$ cat src/hw/rtl/pc_pkg.sv
// ----------------------------------------------------------------------------
// pc_pkg
// Shared types and constants of the correlation coefficient block.
// ----------------------------------------------------------------------------
`default_nettype none

package pc_pkg;

    localparam int SAMPLE_BITS = 16;
    localparam int MAX_SAMPLES = 4096;
    localparam int CNT_W       = 13;
    localparam int SUM_W       = 29;
    localparam int SQ_W        = 44;
    localparam int VAR_W       = 60;
    localparam int COEF_W      = 16;
    localparam int PW          = 148;
    localparam int BW          = 64;
    localparam int BITS_W      = 7;

    typedef struct packed {
        logic signed [SAMPLE_BITS-1:0] x_sample;
        logic signed [SAMPLE_BITS-1:0] y_sample;
        logic                          last;
    } t_in;

    typedef struct packed {
        logic signed [COEF_W-1:0] coefficient;
        logic                     undefined;
        logic                     overflowed;
        logic [CNT_W-1:0]         pair_count;
    } t_out;

    typedef struct packed {
        logic              start;
        logic [PW-1:0]     a;
        logic [BW-1:0]     b;
        logic [BITS_W-1:0] nbits;
    } t_mul_req;

    typedef struct packed {
        logic          done;
        logic [PW-1:0] product;
    } t_mul_rsp;

endpackage

`default_nettype wire

$ cat src/hw/rtl/pearson_correlation.sv
// ----------------------------------------------------------------------------
// pearson_correlation
// Pearson correlation of paired samples, Q1.15 result per data set.
// ----------------------------------------------------------------------------
// channel  dir  handshake                payload
// in       in   i_in_valid / o_in_stall  i_in  (t_in)
// out      out  o_out_valid / i_out_stall o_out (t_out)
//
// One shared shift-add multiplier, one bit per cycle, does all products.
// A pair takes three 16-bit products; the closing pair adds the cross terms,
// the variance product and a 16-step root search, the last two of which are
// skipped when a variance term is zero.
// Reset is synchronous and clears all sums. A result waits in the output
// register; the next data set's pairs are taken while it is stalled.
// ----------------------------------------------------------------------------
`default_nettype none

module pearson_correlation
    import pc_pkg::*;
(
    input  wire logic i_clk,
    input  wire logic i_rst_n,
    input  wire logic i_in_valid,
    output logic      o_in_stall,
    input  wire t_in  i_in,
    output logic      o_out_valid,
    input  wire logic i_out_stall,
    output t_out      o_out
);

    localparam logic [4:0] ST_IDLE = 5'd0;
    localparam logic [4:0] ST_AXY  = 5'd1;
    localparam logic [4:0] ST_AXX  = 5'd2;
    localparam logic [4:0] ST_AYY  = 5'd3;
    localparam logic [4:0] ST_N1   = 5'd4;
    localparam logic [4:0] ST_N2   = 5'd5;
    localparam logic [4:0] ST_VX1  = 5'd6;
    localparam logic [4:0] ST_VX2  = 5'd7;
    localparam logic [4:0] ST_VY1  = 5'd8;
    localparam logic [4:0] ST_VY2  = 5'd9;
    localparam logic [4:0] ST_CHK  = 5'd10;
    localparam logic [4:0] ST_LHS  = 5'd11;
    localparam logic [4:0] ST_PROD = 5'd12;
    localparam logic [4:0] ST_SQ   = 5'd13;
    localparam logic [4:0] ST_TST  = 5'd14;
    localparam logic [4:0] ST_COEF = 5'd15;
    localparam logic [4:0] ST_OUT  = 5'd16;

    logic [4:0]                    r_state, n_state;
    logic                          r_started, n_started;
    logic signed [SAMPLE_BITS-1:0] r_x, n_x, r_y, n_y;
    logic                          r_last, n_last;
    logic [CNT_W-1:0]              r_count, n_count;
    logic signed [SUM_W-1:0]       r_sx, n_sx, r_sy, n_sy;
    logic signed [SQ_W-1:0]        r_sxy, n_sxy;
    logic [SQ_W-1:0]               r_sxx, n_sxx, r_syy, n_syy;
    logic                          r_ovf, n_ovf;
    logic signed [VAR_W-1:0]       r_t1, n_t1, r_num, n_num, r_vx, n_vx, r_vy, n_vy;
    logic [PW-1:0]                 r_lhs, n_lhs, r_prod, n_prod;
    logic [31:0]                   r_tt, n_tt;
    logic [COEF_W-1:0]             r_q, n_q;
    logic [3:0]                    r_bit, n_bit;
    logic                          r_undef, n_undef;
    logic signed [COEF_W-1:0]      r_coef, n_coef;
    t_out                          r_out, n_out;
    logic                          r_out_valid, n_out_valid;

    t_mul_req mul_req;
    t_mul_rsp mul_rsp;

    logic [SAMPLE_BITS-1:0] xm, ym;
    logic [SUM_W-1:0]       sxm, sym;
    logic [SQ_W-1:0]        sxym;
    logic [VAR_W-1:0]       numm;
    logic [COEF_W-1:0]      t_try, q_clamp;
    logic signed [VAR_W-1:0] p_sig;

    pc_serial_mul u_mul (
        .i_clk   (i_clk),
        .i_rst_n (i_rst_n),
        .i_req   (mul_req),
        .o_rsp   (mul_rsp)
    );

    assign xm    = r_x[SAMPLE_BITS-1] ? SAMPLE_BITS'(-r_x) : SAMPLE_BITS'(r_x);
    assign ym    = r_y[SAMPLE_BITS-1] ? SAMPLE_BITS'(-r_y) : SAMPLE_BITS'(r_y);
    assign sxm   = r_sx[SUM_W-1] ? SUM_W'(-r_sx) : SUM_W'(r_sx);
    assign sym   = r_sy[SUM_W-1] ? SUM_W'(-r_sy) : SUM_W'(r_sy);
    assign sxym  = r_sxy[SQ_W-1] ? SQ_W'(-r_sxy) : SQ_W'(r_sxy);
    assign numm  = r_num[VAR_W-1] ? VAR_W'(-r_num) : VAR_W'(r_num);
    assign t_try = r_q | (COEF_W'(1) << r_bit);
    assign p_sig = VAR_W'(mul_rsp.product);
    assign q_clamp = (r_q > COEF_W'(32768)) ? COEF_W'(32768) : r_q;

    // operand select for the shared multiplier
    always_comb begin
        mul_req.start = 1'b0;
        mul_req.a     = '0;
        mul_req.b     = '0;
        mul_req.nbits = '0;
        case (r_state)
            ST_AXY: begin
                mul_req.a = PW'(xm); mul_req.b = BW'(ym); mul_req.nbits = BITS_W'(SAMPLE_BITS);
            end
            ST_AXX: begin
                mul_req.a = PW'(xm); mul_req.b = BW'(xm); mul_req.nbits = BITS_W'(SAMPLE_BITS);
            end
            ST_AYY: begin
                mul_req.a = PW'(ym); mul_req.b = BW'(ym); mul_req.nbits = BITS_W'(SAMPLE_BITS);
            end
            ST_N1: begin
                mul_req.a = PW'(sxym); mul_req.b = BW'(r_count); mul_req.nbits = BITS_W'(CNT_W);
            end
            ST_N2: begin
                mul_req.a = PW'(sxm); mul_req.b = BW'(sym); mul_req.nbits = BITS_W'(SUM_W);
            end
            ST_VX1: begin
                mul_req.a = PW'(r_sxx); mul_req.b = BW'(r_count); mul_req.nbits = BITS_W'(CNT_W);
            end
            ST_VX2: begin
                mul_req.a = PW'(sxm); mul_req.b = BW'(sxm); mul_req.nbits = BITS_W'(SUM_W);
            end
            ST_VY1: begin
                mul_req.a = PW'(r_syy); mul_req.b = BW'(r_count); mul_req.nbits = BITS_W'(CNT_W);
            end
            ST_VY2: begin
                mul_req.a = PW'(sym); mul_req.b = BW'(sym); mul_req.nbits = BITS_W'(SUM_W);
            end
            ST_LHS: begin
                mul_req.a = PW'(numm); mul_req.b = BW'(numm); mul_req.nbits = BITS_W'(VAR_W);
            end
            ST_PROD: begin
                mul_req.a = PW'(unsigned'(r_vx)); mul_req.b = BW'(unsigned'(r_vy));
                mul_req.nbits = BITS_W'(VAR_W);
            end
            ST_SQ: begin
                mul_req.a = PW'(t_try); mul_req.b = BW'(t_try); mul_req.nbits = BITS_W'(COEF_W);
            end
            ST_TST: begin
                mul_req.a = r_prod; mul_req.b = BW'(r_tt); mul_req.nbits = BITS_W'(32);
            end
            default: begin
                mul_req.a = '0;
            end
        endcase
        if (r_state != ST_IDLE && r_state != ST_CHK && r_state != ST_COEF
            && r_state != ST_OUT) begin
            mul_req.start = !r_started;
        end
    end

    always_comb begin
        n_state     = r_state;
        n_started   = r_started;
        n_x         = r_x;
        n_y         = r_y;
        n_last      = r_last;
        n_count     = r_count;
        n_sx        = r_sx;
        n_sy        = r_sy;
        n_sxy       = r_sxy;
        n_sxx       = r_sxx;
        n_syy       = r_syy;
        n_ovf       = r_ovf;
        n_t1        = r_t1;
        n_num       = r_num;
        n_vx        = r_vx;
        n_vy        = r_vy;
        n_lhs       = r_lhs;
        n_prod      = r_prod;
        n_tt        = r_tt;
        n_q         = r_q;
        n_bit       = r_bit;
        n_undef     = r_undef;
        n_coef      = r_coef;
        n_out       = r_out;
        n_out_valid = r_out_valid;

        if (r_out_valid && !i_out_stall) begin
            n_out_valid = 1'b0;
        end
        if (mul_req.start) begin
            n_started = 1'b1;
        end
        if (mul_rsp.done) begin
            n_started = 1'b0;
        end

        case (r_state)
            ST_IDLE: begin
                if (i_in_valid) begin
                    n_x    = i_in.x_sample;
                    n_y    = i_in.y_sample;
                    n_last = i_in.last;
                    if (r_count < CNT_W'(MAX_SAMPLES)) begin
                        n_count = r_count + 1'b1;
                        n_sx    = r_sx + SUM_W'(i_in.x_sample);
                        n_sy    = r_sy + SUM_W'(i_in.y_sample);
                        n_state = ST_AXY;
                    end else begin
                        n_ovf   = 1'b1;
                        n_state = i_in.last ? ST_N1 : ST_IDLE;
                    end
                end
            end
            ST_AXY: if (mul_rsp.done) begin
                if (r_x[SAMPLE_BITS-1] ^ r_y[SAMPLE_BITS-1]) begin
                    n_sxy = r_sxy - SQ_W'(mul_rsp.product);
                end else begin
                    n_sxy = r_sxy + SQ_W'(mul_rsp.product);
                end
                n_state = ST_AXX;
            end
            ST_AXX: if (mul_rsp.done) begin
                n_sxx   = r_sxx + SQ_W'(mul_rsp.product);
                n_state = ST_AYY;
            end
            ST_AYY: if (mul_rsp.done) begin
                n_syy   = r_syy + SQ_W'(mul_rsp.product);
                n_state = r_last ? ST_N1 : ST_IDLE;
            end
            ST_N1: if (mul_rsp.done) begin
                n_t1    = r_sxy[SQ_W-1] ? -p_sig : p_sig;
                n_state = ST_N2;
            end
            ST_N2: if (mul_rsp.done) begin
                n_num   = (r_sx[SUM_W-1] ^ r_sy[SUM_W-1]) ? r_t1 + p_sig : r_t1 - p_sig;
                n_state = ST_VX1;
            end
            ST_VX1: if (mul_rsp.done) begin
                n_t1    = p_sig;
                n_state = ST_VX2;
            end
            ST_VX2: if (mul_rsp.done) begin
                n_vx    = r_t1 - p_sig;
                n_state = ST_VY1;
            end
            ST_VY1: if (mul_rsp.done) begin
                n_t1    = p_sig;
                n_state = ST_VY2;
            end
            ST_VY2: if (mul_rsp.done) begin
                n_vy    = r_t1 - p_sig;
                n_state = ST_CHK;
            end
            ST_CHK: begin
                n_q   = '0;
                n_bit = 4'd15;
                if (r_vx == '0 || r_vy == '0) begin
                    n_undef = 1'b1;
                    n_coef  = '0;
                    n_state = ST_OUT;
                end else begin
                    n_undef = 1'b0;
                    n_state = ST_LHS;
                end
            end
            ST_LHS: if (mul_rsp.done) begin
                n_lhs   = {mul_rsp.product[PW-31:0], 30'b0};
                n_state = ST_PROD;
            end
            ST_PROD: if (mul_rsp.done) begin
                n_prod  = mul_rsp.product;
                n_state = ST_SQ;
            end
            ST_SQ: if (mul_rsp.done) begin
                n_tt    = mul_rsp.product[31:0];
                n_state = ST_TST;
            end
            ST_TST: if (mul_rsp.done) begin
                if (mul_rsp.product <= r_lhs) begin
                    n_q = t_try;
                end
                if (r_bit == 4'd0) begin
                    n_state = ST_COEF;
                end else begin
                    n_bit   = r_bit - 1'b1;
                    n_state = ST_SQ;
                end
            end
            ST_COEF: begin
                if (r_num[VAR_W-1]) begin
                    n_coef = COEF_W'(-q_clamp);
                end else if (q_clamp > COEF_W'(32767)) begin
                    n_coef = COEF_W'(32767);
                end else begin
                    n_coef = q_clamp;
                end
                n_state = ST_OUT;
            end
            ST_OUT: begin
                if (!r_out_valid || !i_out_stall) begin
                    n_out.coefficient = r_coef;
                    n_out.undefined   = r_undef;
                    n_out.overflowed  = r_ovf;
                    n_out.pair_count  = r_count;
                    n_out_valid       = 1'b1;
                    n_count = '0;
                    n_sx    = '0;
                    n_sy    = '0;
                    n_sxy   = '0;
                    n_sxx   = '0;
                    n_syy   = '0;
                    n_ovf   = 1'b0;
                    n_state = ST_IDLE;
                end
            end
            default: begin
                n_state = ST_IDLE;
            end
        endcase
    end

    always_ff @(posedge i_clk) begin
        r_x    <= n_x;
        r_y    <= n_y;
        r_last <= n_last;
        r_t1   <= n_t1;
        r_num  <= n_num;
        r_vx   <= n_vx;
        r_vy   <= n_vy;
        r_lhs  <= n_lhs;
        r_prod <= n_prod;
        r_tt   <= n_tt;
        r_q    <= n_q;
        r_bit  <= n_bit;
        r_undef <= n_undef;
        r_coef <= n_coef;
        r_out  <= n_out;
        if (!i_rst_n) begin
            r_state     <= ST_IDLE;
            r_started   <= 1'b0;
            r_count     <= '0;
            r_sx        <= '0;
            r_sy        <= '0;
            r_sxy       <= '0;
            r_sxx       <= '0;
            r_syy       <= '0;
            r_ovf       <= 1'b0;
            r_out_valid <= 1'b0;
        end else begin
            r_state     <= n_state;
            r_started   <= n_started;
            r_count     <= n_count;
            r_sx        <= n_sx;
            r_sy        <= n_sy;
            r_sxy       <= n_sxy;
            r_sxx       <= n_sxx;
            r_syy       <= n_syy;
            r_ovf       <= n_ovf;
            r_out_valid <= n_out_valid;
        end
    end

    assign o_in_stall  = (r_state != ST_IDLE);
    assign o_out_valid = r_out_valid;
    assign o_out       = r_out;

endmodule

`default_nettype wire

$ cat src/hw/rtl/pc_serial_mul.sv
// ----------------------------------------------------------------------------
// pc_serial_mul
// Unsigned shift-add multiplier, one multiplier bit per cycle.
// ----------------------------------------------------------------------------
`default_nettype none

module pc_serial_mul
    import pc_pkg::*;
(
    input  wire logic     i_clk,
    input  wire logic     i_rst_n,
    input  wire t_mul_req i_req,
    output t_mul_rsp      o_rsp
);

    logic [PW-1:0]     r_acc, n_acc;
    logic [PW-1:0]     r_a, n_a;
    logic [BW-1:0]     r_b, n_b;
    logic [BITS_W-1:0] r_cnt, n_cnt;
    logic              r_busy, n_busy;
    logic              r_done, n_done;

    always_comb begin
        n_acc  = r_acc;
        n_a    = r_a;
        n_b    = r_b;
        n_cnt  = r_cnt;
        n_busy = r_busy;
        n_done = 1'b0;
        if (i_req.start) begin
            n_acc  = '0;
            n_a    = i_req.a;
            n_b    = i_req.b;
            n_cnt  = i_req.nbits;
            n_busy = 1'b1;
        end else if (r_busy) begin
            if (r_b[0]) begin
                n_acc = r_acc + r_a;
            end
            n_a   = {r_a[PW-2:0], 1'b0};
            n_b   = {1'b0, r_b[BW-1:1]};
            n_cnt = r_cnt - 1'b1;
            if (r_cnt == BITS_W'(1)) begin
                n_busy = 1'b0;
                n_done = 1'b1;
            end
        end
    end

    always_ff @(posedge i_clk) begin
        r_acc <= n_acc;
        r_a   <= n_a;
        r_b   <= n_b;
        r_cnt <= n_cnt;
        if (!i_rst_n) begin
            r_busy <= 1'b0;
            r_done <= 1'b0;
        end else begin
            r_busy <= n_busy;
            r_done <= n_done;
        end
    end

    assign o_rsp.done    = r_done;
    assign o_rsp.product = r_acc;

endmodule

`default_nettype wire

$ cat config.mk
export PLATFORM = sky130hd
export DESIGN_NAME = pearson_correlation
export DESIGN_NICKNAME = d
export VERILOG_FILES = /design/src/hw/rtl/pc_pkg.sv /design/src/hw/rtl/pearson_correlation.sv /design/src/hw/rtl/pc_serial_mul.sv
export SDC_FILE = /design/constraint.sdc
export NUM_CORES = 2
export LEC_CHECK = 0
export BUFFER_PORTS_ARGS = -buffer_cell sky130_fd_sc_hd__buf_2
export CAP_MARGIN = 10
export CORE_UTILIZATION = 60
export DETAILED_ROUTE_END_ITERATION = 8
export GPL_TIMING_DRIVEN = 0
export PLACE_DENSITY_LB_ADDON = 0.3
export SLEW_MARGIN = 40
export SYNTH_ARGS = -nofsm -noshare
export SYNTH_HDL_FRONTEND = slang
export SYNTH_HIERARCHICAL = 1
export SYNTH_SLANG_ARGS = --single-unit
$ cat constraint.sdc
create_clock -name i_clk -period 10.09 [get_ports i_clk]
set_input_delay 1.5135 -clock i_clk [delete_from_list [all_inputs] [get_ports i_clk]]
set_output_delay 1.5135 -clock i_clk [all_outputs]
set_load 0.005 [all_outputs]
Word level (Yosys, flattened, before mapping)
Index checks and enable logic that the tools add are counted.
{"block": "totals", "regBits": 1219, "input_bits": 37, "out_inout_bits": 33, "elab_cells": 237}
{"block": "op_classes", "add_sub_neg": 20, "n_lt_le_gt_ge": 4, "eq_ne": 41, "n_shift": 1, "n_mux": 83, "bitwise": 5, "reduce_logical": 49}
{"op": "$pmux W148 S11", "count": 1}
{"op": "$pmux W67 S9", "count": 1}
{"op": "$mux W60", "count": 5}
{"op": "$mux W148", "count": 2}
{"op": "$mux W44", "count": 6}
{"op": "$pmux W44 S2", "count": 3}
{"op": "$mux W29", "count": 7}
{"op": "$add A148 B148 Y148", "count": 1}
{"op": "$le A148 B148 Y1", "count": 1}
{"op": "$add A44 B44 Y44", "count": 3}
{"op": "$mux W16", "count": 8}
{"op": "$mux W64", "count": 2}
{"op": "$logic_not A60 Y1", "count": 2}
{"op": "$neg A60 Y60", "count": 2}
{"op": "$pmux W60 S2", "count": 1}
{"op": "$pmux W29 S2", "count": 2}
{"op": "$pmux W5 S17", "count": 1}
{"op": "$mux W5", "count": 16}
{"op": "$pmux W16 S2", "count": 2}
{"op": "$add A60 B60 Y60", "count": 1}
{"op": "$sub A60 B60 Y60", "count": 1}
{"op": "$add A29 B16 Y29", "count": 2}
{"op": "$neg A29 Y29", "count": 2}
{"op": "$neg A16 Y16", "count": 3}
{"op": "44 further kinds", "count": 128}

Longest topological paths before layout
{"block": "depth", "word_depth": 6, "ltp_mapped": 21, "depth_no_buf": 21}

By module
The synthesis kept the hierarchy.
{"module": "pearson_correlation", "instances": 1, "cells_each": 6193, "area_per_inst_um2": 58197.1, "seq_area_each_um2": 23412.5}
{"module": "pc_serial_mul", "instances": 1, "cells_each": 2709, "area_per_inst_um2": 24447.2, "seq_area_each_um2": 9579.2}

Worst setup path before layout
Ideal clock, no wire load.
{"block": "synth_timing", "kind": "reg2reg", "start": "register r_state[3]", "end": "register r_lhs[100] (enable)", "setup_ps": 597, "t_arrival_ps": 6381, "required_ps": 9493, "path_slack_ps": 3113, "path_stages_with_launch": 9, "path_buffers": 4, "synth_period_minus_slack_ps": 6977, "cell_sequence": "dfxtp_1 -> clkbuf_1 -> nand2b_1 -> clkbuf_1 -> nor2_1 -> nand2_1 -> clkbuf_1 -> clkbuf_1 -> nor2_1"}
{"block": "synth_via", "elab_chain_cells": 2}
{"element": "from (decl)", "line": "pearson_correlation.sv:49", "rtl": "logic [4:0] r_state, n_state;"}
{"element": "from (signal assigned)", "line": "pearson_correlation.sv:342", "rtl": "r_state <= n_state;"}
{"element": "$eq A5 B4 Y1", "line": "pearson_correlation.sv:189", "rtl": "case (r_state)"}
{"element": "$reduce_and A2 Y1 (no source line)"}
{"element": "to (signal assigned)", "line": "pearson_correlation.sv:322", "rtl": "r_lhs <= n_lhs;"}
{"element": "to (decl)", "line": "pearson_correlation.sv:59", "rtl": "logic [PW-1:0] r_lhs, n_lhs, r_prod, n_prod;"}
Every way passes these cells.
A chain may end at the register's enable or synchronous reset.

Worst setup path after layout
{"block": "layout_timing", "start": "register u_mul.r_acc[1]", "end": "register r_sxy[43]"}
{"block": "layout_via", "elab_chain_cells": 4, "elab_cells_between_ends": 5, "cone_classes": "add/sub (2); mux (3)"}
{"element": "from (decl)", "line": "pc_serial_mul.sv:16", "rtl": "logic [PW-1:0] r_acc, n_acc;"}
{"element": "from (signal assigned)", "line": "pc_serial_mul.sv:51", "rtl": "r_acc <= n_acc;"}
{"element": "$add A44 B44 Y44 / $sub A44 B44 Y44 (equally long branches)", "line": "pearson_correlation.sv:210, pearson_correlation.sv:208"}
{"element": "$mux W44 (*)", "line": "pearson_correlation.sv:207", "rtl": "if (r_x[SAMPLE_BITS-1] ^ r_y[SAMPLE_BITS-1]) begin"}
{"element": "$mux W44 (*)", "line": "pearson_correlation.sv:206", "rtl": "ST_AXY: if (mul_rsp.done) begin"}
{"element": "$pmux W44 S2 (*)", "line": "pearson_correlation.sv:189"}
{"element": "to (signal assigned)", "line": "pearson_correlation.sv:347", "rtl": "r_sxy <= n_sxy;"}
{"element": "to (decl)", "line": "pearson_correlation.sv:55", "rtl": "logic signed [SQ_W-1:0] r_sxy, n_sxy;"}
Every way passes the cells marked *; elsewhere a longest branch is shown, timed or not. The select of a mux whose other input is x is not followed.

==> Implementation_results.wiki <==
{| class="wikitable"
! Metric !! Value
|-
| Via count of the first global-routing pass || 73648
|-
| Pwr per Cell Area || 276 mW/mm²
|-
| Post-synthesis sequential element count || 1219
|-
| Wire length of the first global-routing pass || 512000 µm
|-
| Fraction of synthesis flops using an asynchronous set or reset pin || 0%
|-
| Category of the most critical setup path || flip-flop to flip-flop
|-
| Clock tree from TritonCTS || yes
|-
| Area contributors post-synth || edfxtp_1, ha_1, dfxtp_1, a21oi_1, xnor2_1
|-
| Data arrival time of the critical path || 7.22 ns
|-
| Final setup violation count || 0
|-
| Detailed Route WL || 365000 µm
|-
| Combined global-route utilization of all metal layers || 50.6%
|-
| Maximum number of pins on one net before global-route repair || 43
|-
| Sort of element at the end of the critical path || flip-flop
|-
| Core outline area || 0.136 mm²
|-
| Met3 demand-to-capacity share in global routing || 16.7%
|-
| Count of unresolved DRC violations after routing || 40
|-
| Class of the tightest hold or removal check || flip-flop to flip-flop
|-
| Count of hold buffers inserted by post-cts repair || 0
|-
| Fraction of final layout cells with drive strength greater than 1 || 9.21%
|-
| # fillers || 10573
|-
| Syn Std Cell Area || 0.0826 mm²
|-
| Total Neg Setup Slack || 0 ns
|-
| Boundary pin count || 70
|-
| Clock root cell || clkbuf_16
|-
| H-tree depth || 4
|-
| Met2 capacity usage during global routing || 74.0%
|-
| Violated checks || design-rule violations
|-
| Count of port buffers added during placement || 69
|-
| Final layout net count || 9791
|-
| Post-synth EDFFs || 858
|-
| Clk sinks || 1219
|-
| Portion of the clock cycle consumed by the worst path in the final layout || 65.0%
|-
| Crit path time final || 6.56 ns
|-
| Drt wl/cell || 33.0 µm
|-
| Global routing's busiest layer || met2
|-
| Proportion of synthesized chip area in sequential cells || 39.9%
|-
| Maximum vdd ir drop || 0.211 mV
|-
| Die area || 0.139 mm²
|-
| Starting DRC count in detailed routing || 13473
|-
| Post-synthesis area per instance || 9.28 µm²
|-
| Unique cell type count in the Yosys netlist || 111
|-
| CP startpoint kind || flip-flop
|-
| Number of pins with negative max-slew slack in the final report || 0
|-
| Final ANT Viol Nets || 0
|-
| Routability Congestion || 1.13
|-
| Height of the die || 373 µm
|-
| Max-cap check violation count || 0
|-
| Met1 Use GR || 61.9%
|-
| CTS buffer count || 138
|-
| Synthesis-to-finish area growth || 10.5%
|-
| Endpoint required time on the critical path || 10.76 ns
|-
| Peak fanout along the critical path || 13
|-
| Leakage power || 36.1 nW
|-
| Number of antenna violations at the first check in global routing || 36
|-
| Via density per instance || 7.24
|-
| Number of rows in the core area || 135
|-
| Max Fclk || 153 MHz
|-
| Via count of the routed design || 80126
|-
| Prevailing post-synth register cell || edfxtp_1
|-
| Initial Utilization || 60.8%
|-
| Total count of hold-check failures in the final report || 0
|-
| Unrepaired setup endpoints after global routing || no
|-
| Clock edge transition at the registers on the reported setup and hold paths || 0.06 ns
|-
| Clock tree buffer depth || 3
|-
| Post-DP HPWL || 280000 µm
|-
| Final clock skew || 0.0308 ns
|-
| Power after layout || 0.0252 W
|-
| Setup repair bufs after CTS || 0
|-
| Number of instances in the synthesized netlist || 8902
|-
| Post-cts gate resize count || 0
|-
| Clk_lat worst skew || 0.80 ns
|-
| Remaining Overflow, GRT || 0
|-
| Run status || finished, violations left
|-
| Cell type contributing the most total cell area after synthesis || edfxtp_1
|-
| Max-slew headroom at the worst pin || 23.5%
|-
| Total number of yosys warnings || 6
|-
| Initial DRT Pass Iterations || 9
|-
| Die width || 373 µm
|-
| Worst Max-Slew Pin Slew || 1.14 ns
|-
| Post-synth top area share || 31.2%
|}
[power breakdown]
part	leakage (nW)	internal (W)	switching, W
Clock	2.32	0.00317	0.00229
Sequential	11.0	0.00670	0.00127
Combinational	22.8	0.00386	0.00791
Total	36.1	0.0137	0.0115
[cells by family after synthesis]
logic type,after synthesis,synth area share [%]
AND/OR/NAND/NOR,2712,16.1
AO/OA/AOI/OAI,2664,20.9
multiplexers,239,3.22
flip-flops,1219,39.9
adder cells (fa/ha/maj),592,9.04
XOR/XNOR,678,7.19
other,1,0.00454
buffers and inverters,797,3.67
[area by class of cell]
type | count | area [µm²] | share of cell area (%)
multi-input combinational | 6891 | 47100 | 51.6
sequential | 1219 | 33000 | 36.2
clock buffer | 175 | 3820 | 4.18
tap | 1781 | 2230 | 2.44
buffer | 430 | 1740 | 1.90
inverter | 367 | 1380 | 1.51
timing repair buffer | 115 | 1000 | 1.10
clock inverter | 77 | 958 | 1.05
antenna | 19 | 47.5 | 0.0521
[worst paths after layout]
check                  from         to  slack (ns)  cells after the start
max          u_mul/r_acc[1]  r_sxy[43]        3.53                     18
min                 r_undef  o_out[14]        0.42                      0
max reg2reg  u_mul/r_acc[1]  r_sxy[43]        3.53                     18
min reg2reg         r_undef  o_out[14]        0.42                      0
[through the flow]
step / area, µm² / util [%] / std cells / worst slack, ns / hold slack, ns
after global routing: 91300 / 67.1 / 11058 / 3.51 / 0.424
final: 91300 / 67.2 / 11074 / 3.53 / 0.419
after global placement: 85200 / 62.7 / 10757 / -0.292 / 0.404
after floorplan: 82700 / - / 8907 / 3.11 / 0.400
after CTS: 91200 / 67.0 / 11055 / 3.74 / 0.419
after detailed placement: 86400 / 63.5 / 10803 / 3.78 / 0.405
[critical path, cell delays in order, from the launching register on]
cell	delay, ns
dfxtp_2	0.59
inv_1	0.71
ha_1	0.41
nand4_1	0.34
or2b_1	0.40
nor3_1	0.58
nand2_1	0.28
nor4b_2	0.86
nor2_1	0.27
xnor2_1	0.20
ha_1	0.37
a21oi_1	0.25
o21bai_1	0.10
a21oi_1	0.18
nor2_1	0.07
a211oi_1	0.32
nor2_1	0.07
a221oi_1	0.26
o211ai_1	0.13
[per-layer routing]
metal	share of wire [%]	up-vias
met3	14	1691
met2	41	6746
li1	-	33571
met4	9.4	18
met1	35	38100
met5	0.036	-
[synthesized netlist by cell type, types with 138 or more instances]
| cell type | number |
|---|---|
| xnor2_1 | 391 |
| nor2_1 | 581 |
| ha_1 | 584 |
| nand2_1 | 869 |
| clkbuf_1 | 370 |
| a21o_1 | 266 |
| nor3_1 | 170 |
| xor2_1 | 287 |
| a22oi_1 | 138 |
| mux2_2 | 212 |
| nor2b_1 | 160 |
| edfxtp_1 | 858 |
| o21ai_0 | 586 |
| nand3_1 | 158 |
| nand4_1 | 172 |
| and3_1 | 145 |
| a21oi_1 | 738 |
| dfxtp_1 | 361 |
| inv_1 | 365 |
[cells in the final DEF (no fill, tap or decap), drive strengths merged, types with 47 or more instances in the layout]
| cell type | count |
|---|---|
| nand2 | 870 |
| edfxtp | 858 |
| a21oi | 739 |
| o21ai | 607 |
| ha | 584 |
| nor2 | 583 |
| clkbuf | 547 |
| xnor2 | 391 |
| inv | 377 |
| dfxtp | 361 |
| xor2 | 287 |
| a21o | 266 |
| mux2 | 212 |
| nand4 | 175 |
| nor3 | 173 |
| buf | 173 |
| nor2b | 160 |
| nand3 | 158 |
| and3 | 145 |
| a22oi | 138 |
| o31ai | 115 |
| o21bai | 98 |
| nor4 | 88 |
| nand2b | 84 |
| o21a | 80 |
| or3 | 77 |
| a31oi | 60 |
| a211oi | 60 |
| a221oi | 50 |
| o211ai | 48 |
| a21boi | 47 |
[sequential cells by signal (all words and copies together) (netlist names), 29 cells and up]
signal / count
u_mul/r_b: 64
r_t1: 60
u_mul/r_a: 148
r_sxx: 44
r_num: 60
u_mul/r_acc: 148
r_vx: 60
r_sy: 29
r_vy: 60
o_out: 31
r_sx: 29
r_syy: 44
r_tt: 32
r_lhs: 118
r_sxy: 44
r_prod: 148
Power figures use the tool's default switching activity.
